### src/rtl/morse_key_decoder_top_macros.svh
// Assertion macros shared by the Morse key decoder RTL.
`ifndef MORSE_KEY_DECODER_TOP_MACROS_SVH
`define MORSE_KEY_DECODER_TOP_MACROS_SVH

// A condition that must hold at every clock edge out of reset.
`define MKD_CHECK(lbl, cond, msg) \
	lbl: assert property (@(posedge clk) disable iff (!arst_n) (cond)) else $error(msg);

// A condition that, once seen, forces another one on the next clock edge.
`define MKD_CHECK_NEXT(lbl, ante, cons, msg) \
	lbl: assert property (@(posedge clk) disable iff (!arst_n) (ante) |=> (cons)) \
		else $error(msg);

`endif

### src/rtl/mkd_pkg.sv
// Package with types, constants and the symbol table of the Morse key decoder.
package mkd_pkg;

	localparam int unsigned MAX_MARKS_DEF = 6;
	localparam int unsigned SYMBOL_COUNT  = 31;
	localparam int unsigned TABLE_LEN_MAX = 6;

	localparam logic [15:0] DASH_THRESHOLD_RST = 16'd200;
	localparam logic [15:0] LETTER_TIMEOUT_RST = 16'd700;
	localparam logic [7:0]  DEBOUNCE_TIME_RST  = 8'd30;

	typedef enum logic [1:0] {
		REG_DASH_THRESHOLD = 2'd0,
		REG_LETTER_TIMEOUT = 2'd1,
		REG_DEBOUNCE_TIME  = 2'd2
	} reg_index_t;

	typedef enum logic {
		KIND_CHAR     = 1'b0,
		KIND_LINE_END = 1'b1
	} kind_t;

	typedef struct packed {
		logic       hit;
		logic [4:0] symbol;
	} lookup_t;

	typedef struct packed {
		logic       valid;
		kind_t      kind;
		logic [4:0] symbol;
	} result_t;

	// Mark count of each symbol; the symbol code is the index.
	localparam logic [2:0] PAT_LEN [SYMBOL_COUNT] = '{
		3'd2, 3'd4, 3'd4, 3'd3, 3'd1, 3'd4, 3'd3, 3'd4,
		3'd2, 3'd4, 3'd3, 3'd4, 3'd2, 3'd2, 3'd3, 3'd4,
		3'd4, 3'd3, 3'd3, 3'd1, 3'd3, 3'd4, 3'd3, 3'd4,
		3'd4, 3'd4, 3'd6, 3'd5, 3'd6, 3'd6, 3'd6
	};

	// Mark pattern of each symbol, first mark in the highest used bit, dash is 1.
	localparam logic [5:0] PAT_BITS [SYMBOL_COUNT] = '{
		6'd1,  6'd8,  6'd10, 6'd4,  6'd0,  6'd2,  6'd6,  6'd0,
		6'd0,  6'd7,  6'd5,  6'd4,  6'd3,  6'd2,  6'd7,  6'd6,
		6'd13, 6'd2,  6'd0,  6'd1,  6'd1,  6'd1,  6'd3,  6'd9,
		6'd11, 6'd12, 6'd33, 6'd1,  6'd1,  6'd7,  6'd0
	};

endpackage

### src/rtl/mkd_lookup.sv
// Symbol table match of a finished mark pattern.
module mkd_lookup #(
	parameter int unsigned MAX_MARKS = mkd_pkg::MAX_MARKS_DEF
) (
	input  logic [$clog2(MAX_MARKS + 2)-1:0] count,
	input  logic [MAX_MARKS-1:0]             bits,
	output mkd_pkg::lookup_t                 result
);

	localparam int unsigned CW = $clog2(MAX_MARKS + 2);

	logic count_ok;

	assign count_ok = (count != '0) && (count <= CW'(mkd_pkg::TABLE_LEN_MAX));

	always_comb begin
		result = '0;
		for (int i = mkd_pkg::SYMBOL_COUNT - 1; i >= 0; i--) begin
			if (count_ok && (count == CW'(mkd_pkg::PAT_LEN[i]))
					&& (bits == MAX_MARKS'(mkd_pkg::PAT_BITS[i]))) begin
				result.hit    = 1'b1;
				result.symbol = 5'(i);
			end
		end
	end

endmodule

### src/rtl/mkd_core.sv
// Key debouncing, mark timing and pattern state of the Morse key decoder.
module mkd_core #(
	parameter int unsigned MAX_MARKS = mkd_pkg::MAX_MARKS_DEF
) (
	input  logic              clk,
	input  logic              arst_n,
	input  logic              step,
	input  logic              key,
	input  logic [15:0]       dash_threshold,
	input  logic [15:0]       letter_timeout,
	input  logic [7:0]        debounce_time,
	output mkd_pkg::result_t  result
);

	localparam int unsigned    CW       = $clog2(MAX_MARKS + 2);
	localparam logic [CW-1:0]  COUNT_MAX = CW'(MAX_MARKS);
	localparam logic [CW-1:0]  COUNT_OVF = CW'(MAX_MARKS + 1);

	logic                 key_held_q, key_held_n;
	logic [7:0]           since_edge_q, since_edge_n;
	logic [15:0]          press_length_q, press_length_n;
	logic [16:0]          since_release_q, since_release_n;
	logic [MAX_MARKS-1:0] mark_bits_q, mark_bits_n, bits_tmp;
	logic [CW-1:0]        mark_count_q, mark_count_n, count_tmp;
	logic                 letter_pending_q, letter_pending_n;
	logic                 line_pending_q, line_pending_n;
	logic                 deb_ok, press, release_edge, dash, letter_due, line_due;
	mkd_pkg::lookup_t     look;

	mkd_lookup #(.MAX_MARKS(MAX_MARKS)) u_lookup (
		.count  (count_tmp),
		.bits   (bits_tmp),
		.result (look)
	);

	always_comb begin
		since_edge_n    = (since_edge_q == 8'hFF) ? since_edge_q : since_edge_q + 8'd1;
		press_length_n  = (press_length_q == 16'hFFFF) ? press_length_q
				: press_length_q + 16'd1;
		since_release_n = (since_release_q == 17'h1FFFF) ? since_release_q
				: since_release_q + 17'd1;
		key_held_n       = key_held_q;
		letter_pending_n = letter_pending_q;
		line_pending_n   = line_pending_q;
		bits_tmp         = mark_bits_q;
		count_tmp        = mark_count_q;

		deb_ok       = since_edge_n > debounce_time;
		press        = key && !key_held_q && deb_ok;
		release_edge = !key && key_held_q && deb_ok;
		dash         = press_length_n >= dash_threshold;

		if (press) begin
			since_edge_n   = '0;
			key_held_n     = 1'b1;
			press_length_n = '0;
		end else if (release_edge) begin
			line_pending_n = 1'b1;
			since_edge_n   = '0;
			key_held_n     = 1'b0;
			if (mark_count_q < COUNT_MAX) begin
				bits_tmp  = {mark_bits_q[MAX_MARKS-2:0], dash};
				count_tmp = mark_count_q + CW'(1);
			end else begin
				count_tmp = COUNT_OVF;
			end
			since_release_n  = '0;
			letter_pending_n = 1'b1;
		end

		mark_bits_n  = bits_tmp;
		mark_count_n = count_tmp;
		result       = '0;

		letter_due = letter_pending_n && (since_release_n > {1'b0, letter_timeout});
		if (letter_due) begin
			mark_bits_n      = '0;
			mark_count_n     = '0;
			letter_pending_n = 1'b0;
			if (look.hit) begin
				result.valid  = 1'b1;
				result.kind   = mkd_pkg::KIND_CHAR;
				result.symbol = look.symbol;
			end
		end

		line_due = line_pending_n && (since_release_n > {letter_timeout, 1'b0});
		if (!result.valid && line_due) begin
			line_pending_n = 1'b0;
			result.valid   = 1'b1;
			result.kind    = mkd_pkg::KIND_LINE_END;
			result.symbol  = '0;
		end

		if (!step) begin
			result.valid = 1'b0;
		end
	end

	always_ff @(posedge clk or negedge arst_n) begin
		if (!arst_n) begin
			key_held_q       <= 1'b0;
			since_edge_q     <= '0;
			press_length_q   <= '0;
			since_release_q  <= '0;
			mark_bits_q      <= '0;
			mark_count_q     <= '0;
			letter_pending_q <= 1'b0;
			line_pending_q   <= 1'b0;
		end else if (step) begin
			key_held_q       <= key_held_n;
			since_edge_q     <= since_edge_n;
			press_length_q   <= press_length_n;
			since_release_q  <= since_release_n;
			mark_bits_q      <= mark_bits_n;
			mark_count_q     <= mark_count_n;
			letter_pending_q <= letter_pending_n;
			line_pending_q   <= line_pending_n;
		end
	end

endmodule

### src/rtl/morse_key_decoder_top.sv
// Top level of the Morse key decoder: registers, input stage and result stage.
//
// The input channel (in_valid, in_stall, key_down) carries one item per
// millisecond tick with the sampled key level. An item is taken into an
// input register and processed there once the result stage can advance;
// a decoded character or an end of line is then written to the result
// register, which drives out_valid, kind and symbol. One tick is taken
// every cycle while in_stall is low.
// A tick that causes no result produces no output transfer.
// When out_stall holds a result, the result register keeps it and the input
// stage holds its tick; in_stall rises only while that tick is waiting.
// The configuration channel (cfg_valid, cfg_ready, cfg_index, cfg_data) is
// always ready; index 0 is the dash threshold, 1 the letter timeout and
// 2 the debounce time. Other indexes are ignored.
// Reset clears the key state, the counters and the pattern, empties both
// stages and loads the register defaults 200, 700 and 30.
`include "morse_key_decoder_top_macros.svh"

module morse_key_decoder_top #(
	parameter int unsigned MAX_MARKS = mkd_pkg::MAX_MARKS_DEF
) (
	input  logic        clk,
	input  logic        arst_n,
	input  logic        in_valid,
	output logic        in_stall,
	input  logic        key_down,
	output logic        out_valid,
	input  logic        out_stall,
	output logic        kind,
	output logic [4:0]  symbol,
	input  logic        cfg_valid,
	output logic        cfg_ready,
	input  logic [1:0]  cfg_index,
	input  logic [15:0] cfg_data
);

	logic [15:0]      dash_threshold_q;
	logic [15:0]      letter_timeout_q;
	logic [7:0]       debounce_time_q;
	logic             valid_s1;
	logic             key_s1;
	logic             advance;
	logic             out_valid_q;
	logic             kind_q;
	logic [4:0]       symbol_q;
	mkd_pkg::result_t res;

	assign cfg_ready = 1'b1;
	assign advance   = !out_valid_q || !out_stall;
	assign in_stall  = valid_s1 && !advance;

	always_ff @(posedge clk or negedge arst_n) begin
		if (!arst_n) begin
			dash_threshold_q <= mkd_pkg::DASH_THRESHOLD_RST;
			letter_timeout_q <= mkd_pkg::LETTER_TIMEOUT_RST;
			debounce_time_q  <= mkd_pkg::DEBOUNCE_TIME_RST;
		end else if (cfg_valid && cfg_ready) begin
			case (mkd_pkg::reg_index_t'(cfg_index))
				mkd_pkg::REG_DASH_THRESHOLD: dash_threshold_q <= cfg_data;
				mkd_pkg::REG_LETTER_TIMEOUT: letter_timeout_q <= cfg_data;
				mkd_pkg::REG_DEBOUNCE_TIME:  debounce_time_q  <= cfg_data[7:0];
				default: ;
			endcase
		end
	end

	always_ff @(posedge clk or negedge arst_n) begin
		if (!arst_n) begin
			valid_s1 <= 1'b0;
		end else if (in_valid && !in_stall) begin
			valid_s1 <= 1'b1;
		end else if (advance) begin
			valid_s1 <= 1'b0;
		end
	end

	always_ff @(posedge clk) begin
		if (in_valid && !in_stall) begin
			key_s1 <= key_down;
		end
	end

	mkd_core #(.MAX_MARKS(MAX_MARKS)) u_core (
		.clk            (clk),
		.arst_n         (arst_n),
		.step           (valid_s1 && advance),
		.key            (key_s1),
		.dash_threshold (dash_threshold_q),
		.letter_timeout (letter_timeout_q),
		.debounce_time  (debounce_time_q),
		.result         (res)
	);

	always_ff @(posedge clk or negedge arst_n) begin
		if (!arst_n) begin
			out_valid_q <= 1'b0;
		end else if (advance) begin
			out_valid_q <= res.valid;
		end
	end

	always_ff @(posedge clk) begin
		if (advance && res.valid) begin
			kind_q   <= res.kind;
			symbol_q <= res.symbol;
		end
	end

	assign out_valid = out_valid_q;
	assign kind      = kind_q;
	assign symbol    = symbol_q;

	`MKD_CHECK_NEXT(a_held_result_kept, out_valid_q && out_stall, out_valid_q && $stable(symbol_q), "stalled result was lost")
	`MKD_CHECK(a_stall_needs_work, !in_stall || (valid_s1 && out_valid_q), "input stalled with no work held")
	`MKD_CHECK(a_line_end_symbol, !(out_valid_q && kind_q) || (symbol_q == 5'd0), "line end with nonzero symbol")
	`MKD_CHECK(a_symbol_range, !out_valid_q || (symbol_q <= 5'd30), "symbol code out of range")

endmodule
### config.mk
export PLATFORM = sky130hd
export DESIGN_NAME = morse_key_decoder_top
export DESIGN_NICKNAME = d
export VERILOG_FILES = /design/src/rtl/mkd_pkg.sv /design/src/rtl/mkd_lookup.sv /design/src/rtl/mkd_core.sv /design/src/rtl/morse_key_decoder_top.sv
export VERILOG_INCLUDE_DIRS = /design/src /design/src/rtl
export SDC_FILE = /design/constraint.sdc
export NUM_CORES = 1
export LEC_CHECK = 0
export BUFFER_PORTS_ARGS = -buffer_cell sky130_fd_sc_hd__buf_2
export CAP_MARGIN = 10
export CORE_UTILIZATION = 26
export DETAILED_ROUTE_END_ITERATION = 10
export GPL_TIMING_DRIVEN = 0
export SYNTH_ARGS = -nofsm -noshare
export SYNTH_HDL_FRONTEND = slang
export SYNTH_SLANG_ARGS = --single-unit
### constraint.sdc
create_clock -name clk -period 7.25 [get_ports clk]
set_input_delay 0 -clock clk [delete_from_list [all_inputs] [get_ports clk]]
set_output_delay 0 -clock clk [all_outputs]
set_load 0.01 [all_outputs]
# Word-level counts from Yosys, hierarchy flattened
# Index checks and enable logic that the tools add are counted.
# word_totals
inputBits	24
elab_cells	189
regBits	102
out_inout_bits	9
# classes
bitwise	2
n_reduce_logical	71
addsub	4
magnitude_cmp	6
n_eq_ne	25
muxes	61
# op_table
operator	count
6-bit 2-to-1 mux	35
17-bit 2-to-1 mux	3
1-bit logical AND	49
6-bit by 4-bit == test with 1-bit output (second input constant)	6
16-bit 2-to-1 mux	2
6-bit by 3-bit == test with 1-bit output (second input constant)	4
8-bit 2-to-1 mux	3
7-bit 2-to-1 mux	3
19-bit OR reduction	1
17-bit by 1-bit adder with 17-bit output (second input constant)	1
17-bit == test (second input constant)	1
17-bit by 16-bit > comparator with 1-bit output	1
17-bit > comparator	1
16-bit by 1-bit adder with 16-bit output (second input constant)	1
16-bit == test (second input constant)	1
16-bit >= comparator	1
6-bit by 2-bit == test with 1-bit output (second input constant)	2
3-bit 2-to-1 mux	4
1-bit 2-to-1 mux	11
11-bit OR reduction	1
3-bit == test (second input constant)	3
8-bit by 1-bit adder with 8-bit output (second input constant)	1
8-bit == test (second input constant)	1
8-bit > comparator	1
20 further kinds	32

# Depth between registers and ports, before layout
# logic_depth
depth_word	48
depth_mapped	25
ltp_nobuf	23

# Modules after synthesis
# From an unflattened synthesis, not the netlist that was laid out.
# hier_totals
cells_unflattened	775
area_unflattened_um2	7262.0
# modules_own_cells
mod	seq_area_each_um2	n_inst	area_each_um2	cells_per_inst
mkd_core	1326.3	1	4708.3	557
morse_key_decoder_top	1277.5	1	1843.0	104
mkd_lookup	0.0	1	710.7	114

# Least setup slack after synthesis
# OpenSTA, ideal clock, no wires.
# synth_timing
kind	register to register
start	register u_core.since_edge_q[3]
end	register kind_q, in the netlist kind, enable pin
n_path_buf	3
required_time_ns	6.884
path_stages_with_launch	24
synth_period_minus_slack_ns	5.140
arrival_ns	4.775
setup_time_ns	0.366
path_slack_ns	2.110
cell_sequence	dfrtp_1 nand3_1 nor2_1 nand4_1 nand4_1 xnor2_1 ha_1 a21oi_1 o21a_1 or3_4 nand2_1 buf_2 clkbuf_1 buf_1 nor2_1 ha_1 o21a_1 o21ai_0 a211oi_1 o31a_1 o31ai_1 a21oi_2 inv_1 o31ai_2
# synth_between
elab_cells_between_ends	119
cone_classes	1 x add/sub; 4 x order compare; 21 x eq/ne; 46 x mux; 47 x reduce/logical
# synth_lines
element	line_no	source
start, declared	mkd_core.sv:20	logic [7:0] since_edge_q, since_edge_n;
start signal, assigned	mkd_core.sv:112	since_edge_q <= since_edge_n;
8-bit by 1-bit adder with 8-bit output / 8-bit == test (equally long branches)	mkd_core.sv:37	since_edge_n = (since_edge_q == 8'hFF) ? since_edge_q : since_edge_q + 8'd1;
8-bit 2-to-1 mux (*)	mkd_core.sv:37	
8-bit > comparator (*)	mkd_core.sv:48	deb_ok = since_edge_n > debounce_time;
1-bit logical AND	mkd_core.sv:50	release_edge = !key && key_held_q && deb_ok;
17-bit 2-to-1 mux	mkd_core.sv:57	end else if (release_edge) begin
17-bit 2-to-1 mux (*)	mkd_core.sv:53	if (press) begin
via u_core.since_release_n[2]	mkd_core.sv:22	logic [16:0] since_release_q, since_release_n;
17-bit by 16-bit > comparator with 1-bit output	mkd_core.sv:75	letter_due = letter_pending_n && (since_release_n > {1'b0, letter_timeout});
1-bit logical AND	mkd_core.sv:75	
7-bit 2-to-1 mux	mkd_core.sv:76	if (letter_due) begin
1-bit logical NOT	mkd_core.sv:88	if (!result.valid && line_due) begin
1-bit logical AND	mkd_core.sv:88	
7-bit 2-to-1 mux (*)	mkd_core.sv:88	
1-bit 2-to-1 mux (*)	mkd_core.sv:95	if (!step) begin
1-bit logical AND (*)	morse_key_decoder_top.sv:103	if (advance && res.valid) begin
end signal, assigned	morse_key_decoder_top.sv:104	kind_q <= res.kind;
end, declared	morse_key_decoder_top.sv:44	logic kind_q;
# Mark *: on every way through the listed nets, which the timed path passes. The rest lies on a longest branch.
# A chain may end at the register's enable or synchronous reset.

# Worst setup path in the final report
# Same ends and word-level chain as after synthesis.

==> reports/results.md <==
| Group | Metric | Reported |
| --- | --- | --- |
| outcome | Run status | finished, final reports clean |
| route | TritonRoute pass-1 iters | 5 |
| route | DRT Wirelength | 19.27 mm |
| place | Placer's final routability congestion estimate | 0.8727 |
| power | Seq pwr share | 0.370 |
| sta | Final sum of negative setup slack | 0 ns |
| sta | RSZ-0062 raised after global routing | no |
| power | Combinational fraction of design power | 0.380 |
| route | Residual antenna-violating net count after detailed routing | 0 |
| critical path | Endpoint kind of the worst setup timing path | flop |
| cts | Buffer count from post-CTS setup fixing | 0 |
| logic synthesis | Post-Syn Area | 0.007357 mm2 |
| power | Leakage power summed over all cells | 0.003738 uW |
| place | Pre-CTS setup slack | 0.7557 ns |
| logic synthesis | Nets in the synthesized netlist | 916 |
| place | HPWL after detailed placement | 14.59 mm |
| power | Internal cell power | 1262 uW |
| place | Number of I/O port buffers | 31 |
| sta | Shortest clock period the worst path allows after layout | 6.540 ns |
| finish | Final core utilization | 0.3066 |
| sta | Final setup skew | 0.01405 ns |
| sta | Final worst setup slack | 0.7103 ns |
| global routing | GRT Resource Usage Total | 0.1387 |
| critical path | Cell mode on critical path | nand4_1 |
| power | Switch Pwr | 756.0 uW |
| critical path | Endpoint required time on the critical path | 7.25 ns |
| finish | Number of inserted filler cells in the final layout | 2,985 |
| logic synthesis | Synth top area share | 0.2789 |
| die | Standard-cell rows | 61 |
| logic synthesis | Number of cells produced by synthesis | 832 |
| sta | Final critical-path share of the clock period | 0.9020 |
| cts | Clock tree root driver cell | clkbuf_16 |
| critical path | Cell breakdown of the critical path | nand3_1 -> nor2_1 -> nand4_1 -> nand4_1 -> xnor2_1 -> ha_1 -> nand4_1 -> nor3_1 -> a21bo_2 -> nand2_1 -> buf_2 -> clkbuf_1 -> buf_1 -> nor2_1 -> ha_1 -> o21a_1 -> o21ai_0 -> a211oi_1 -> o31a_1 -> o31ai_1 -> a21oi_2 -> inv_1 -> o31ai_2 |
| cts | Sink count of the clock tree | 102 |
| critical path | Critical Path Start Type | flop |
| die | Starting Density | 0.2648 |
| finish | Count of nets after finishing | 980 |
| finish | Ratio of cells with drive above 1 in the final layout | 0.1432 |
| power | Fraction of power consumed by the clock network | 0.250 |
| power | Peak ir drop on the vdd network | 0.1316 mV |
| cts | Clock tree buffer depth | 2 |
| run | Max-cap check violation count | 0 |
| logic synthesis | Count of flip-flops with a built-in enable after synthesis | 7 |
| global routing | Overflow after GRT | 0 |
| critical path | Highest-delay cell along the critical path | o31ai_2 |
| global routing | Pin count of the biggest net entering global routing | 69 |
| power | Switching share of total power | 0.3746 |
| die | Die area | 0.02897 mm2 |
| sta | Worst rel slew slack | 0.1446 |
| die | Die width | 170.2 um |
| die | Io pins | 33 |
| cts | Worst-path clk slew | 0.07 ns |
| route | Starting DRT DRC Count | 386 |
| finish | ANT cells | 0 |
| global routing | Global-route met3 utilization | 0.02395 |
| cts | Number of gates resized after CTS | 0 |
| global routing | Met2 Use GR | 0.2194 |
| route | Number of remaining DRC errors | 0 |
| cts | Clock insertion delay at the later pin of the skew report | 0.37 ns |
| critical path | Critical Path Fanout Max | 10 |
| cts | TritonCTS clock tree | built |
| global routing | Met1 Use GR | 0.1917 |
| sta | Worst-margin pin slew | 1.275 ns |
| logic synthesis | Syn. warnings | 0 |
| sta | Total count of max-transition violations in the final report | 0 |
| logic synthesis | Post-synthesis cell type with the largest combined area | dfrtp_1 |
| cts | Clock H-tree levels | 3 |
| logic synthesis | Number of unique standard cell types used by synthesis | 88 |
| logic synthesis | Number of storage elements in the synthesis netlist | 102 |
| route | DR vias/cell | 4.951 |
| global routing | Via count of the first global-routing pass | 6,131 |
| logic synthesis | Synth Flop Type | dfrtp_1 |
| logic synthesis | Synth Area per Inst | 8.843 um2 |
| logic synthesis | Top cells by area, synth | dfrtp_1 28%, ha_1 10%, nand2_1 5.1%, dfstp_2 4.6%, mux2_2 4.4% |
| route | Detailed-route wire length per cell | 15.06 um |
| cts | Number of clock buffers inserted by TritonCTS | 9 |
| sta | Final setup violating endpoints | 0 |
| global routing | Busiest layer in global routing | met2 |
| global routing | Number of antenna violations at the first check in global routing | 0 |
| worst hold path | Worst Hold Class | in -> reg |
| logic synthesis | Sequential cell area fraction in the yosys report | 0.3539 |
| global routing | Wire length of the first global-routing pass | 31.74 mm |
| logic synthesis | Async set-or-reset flop fraction in the synthesized netlist | 0.9314 |
| die | Height of the chip | 170.2 um |
| sta | Peak Freq | 152.9 MHz |
| die | Core area | 0.02778 mm2 |
| finish | Top library cells by usage in the layout, fill and taps aside | 100 x nand2_1, 82 x dfrtp_1, 65 x nor2_1, 60 x ha_1, 55 x inv_1 |
| finish | Leading cell type in the layout, fill and taps excluded | nand2_1 |
| finish | Area Growth Syn to Fin | 15.78% |
| critical path | Signal arrival time at the worst endpoint | 6.54 ns |
| critical path | Delay contributed by the slowest stage of the critical path | 0.61 ns |
| power | Power Density | 236.9 mW/mm2 |
| critical path | Critical Setup Path Class | reg -> reg |
| route | Via count | 6,332 |
| sta | Number of endpoints with negative hold slack in the final report | 0 |
## kinds of logic (layout without fill, tap and decap cells)
kind of cell / after synthesis / count (layout) / share of synthesized area
DFF: 102 / 102 / 0.3539
adders and majority gates: 60 / 60 / 0.1020
other: 1 / 1 / 0.0005097
buffers and inverters: 92 / 161 / 0.05255
and+or+nand+nor: 301 / 301 / 0.1998
xor gates and xnor gates: 32 / 32 / 0.03810
muxes: 36 / 36 / 0.05408
AOI/OAI and AO/OA: 208 / 208 / 0.1990
## cell usage after synthesis, drive strengths merged, types with 3 or more instances
master,n
a211o,3
xor2,13
mux2i,6
inv,55
nor3,21
edfxtp,7
nand4,22
a21o,11
and4,3
mux2,30
a31o,5
nor2,67
a22o,13
nand2b,16
and3,6
nand3,29
nor4,5
nor3b,4
a221oi,3
o2111ai,3
o21ai,56
ha,60
and2,7
clkbuf,20
o21a,4
nand2,100
xnor2,19
o211ai,7
or3,6
buf,15
o31ai,21
dfstp,13
a21oi,38
a211oi,13
nor2b,8
a31oi,6
dfrtp,82
## area by class of cell
cell class / count / area, um2 / area share
buffer: 36 / 176.4 / 0.02071
clock buffer: 11 / 232.7 / 0.02732
clock inverter: 5 / 60.06 / 0.007051
inverter: 56 / 210.2 / 0.02468
multi-input combinational: 638 / 4367 / 0.5126
sequential: 102 / 2604 / 0.3057
tap: 378 / 473.0 / 0.05552
timing repair buffer: 53 / 395.4 / 0.04642
## path summary, 6_finish.rpt
check	to	cells past startpoint	slack, ns	start
setup / recovery	kind	23	0.71	u_core.since_edge_q[3]
setup reg to reg	kind	23	0.71	u_core.since_edge_q[3]
max in group asynchronous	letter_timeout_q[5]	3	6.44	arst_n
hold / removal	dash_threshold_q[0]	3	0.07	cfg_index[0]
min in group asynchronous	u_core.press_length_q[4]	2	0.09	arst_n
hold reg to reg	letter_timeout_q[14]	1	0.50	letter_timeout_q[14]
## flip-flops by register name, indices dropped and copies added (netlist names), 3 cells and up
signal / cells
u_core.since_release_q: 17
letter_timeout_q: 16
u_core.mark_bits_q: 6
debounce_time_q: 8
dash_threshold_q: 16
u_core.mark_count_q: 3
u_core.press_length_q: 16
symbol: 5
u_core.since_edge_q: 8
## critical path: cells and delay by family (launching register included)
family | cells | cell delay (ns)
XOR/XNOR | 1 | 0.10
AO/OA/AOI/OAI | 8 | 2.14
buffers and inverters | 4 | 1.29
AND/OR/NAND/NOR | 8 | 1.56
flip-flops | 1 | 0.44
adder cells (fa/ha/maj) | 2 | 0.62
## power by group through the flow
stage / combinational [uW] / sequential (uW) / clock [uW]
6_report: 767 / 748 / 504
5_1_grt: 869 / 762 / 535
4_1_cts: 765 / 747 / 520
3_5_place_dp: 751 / 757 / 0
3_3_place_gp: 735 / 755 / 0
2_1_floorplan: 576 / 739 / 0
## routing by layer
layer / share of wire / wire length, um
met1: 0.49 / 9535
met2: 0.45 / 8647
met3: 0.040 / 780
met4: 0.016 / 305
met5: 0 / 0
## stage by stage
| step | instances | total power [uW] | hold slack (ns) | area (um2) |
|---|---|---|---|---|
| 4_1_cts | 1279 | 2032 | 0.05367 | 8518 |
| 6_report | 1279 | 2018 | 0.07447 | 8518 |
| 3_3_place_gp | 1241 | 1491 | 0.1822 | 7985 |
| 2_1_floorplan | 832 | 1314 | -0.2956 | 7357 |
| 3_5_place_dp | 1242 | 1508 | -0.03577 | 8015 |
| 5_1_grt | 1279 | 2167 | 0.09165 | 8518 |
## timing repair
action                                  in CTS  in global routing
hold buffers                                21                  0
endpoints found under the hold margin      104                  0
endpoints found under the setup margin       0                  0
Power figures use the tool's default switching activity.
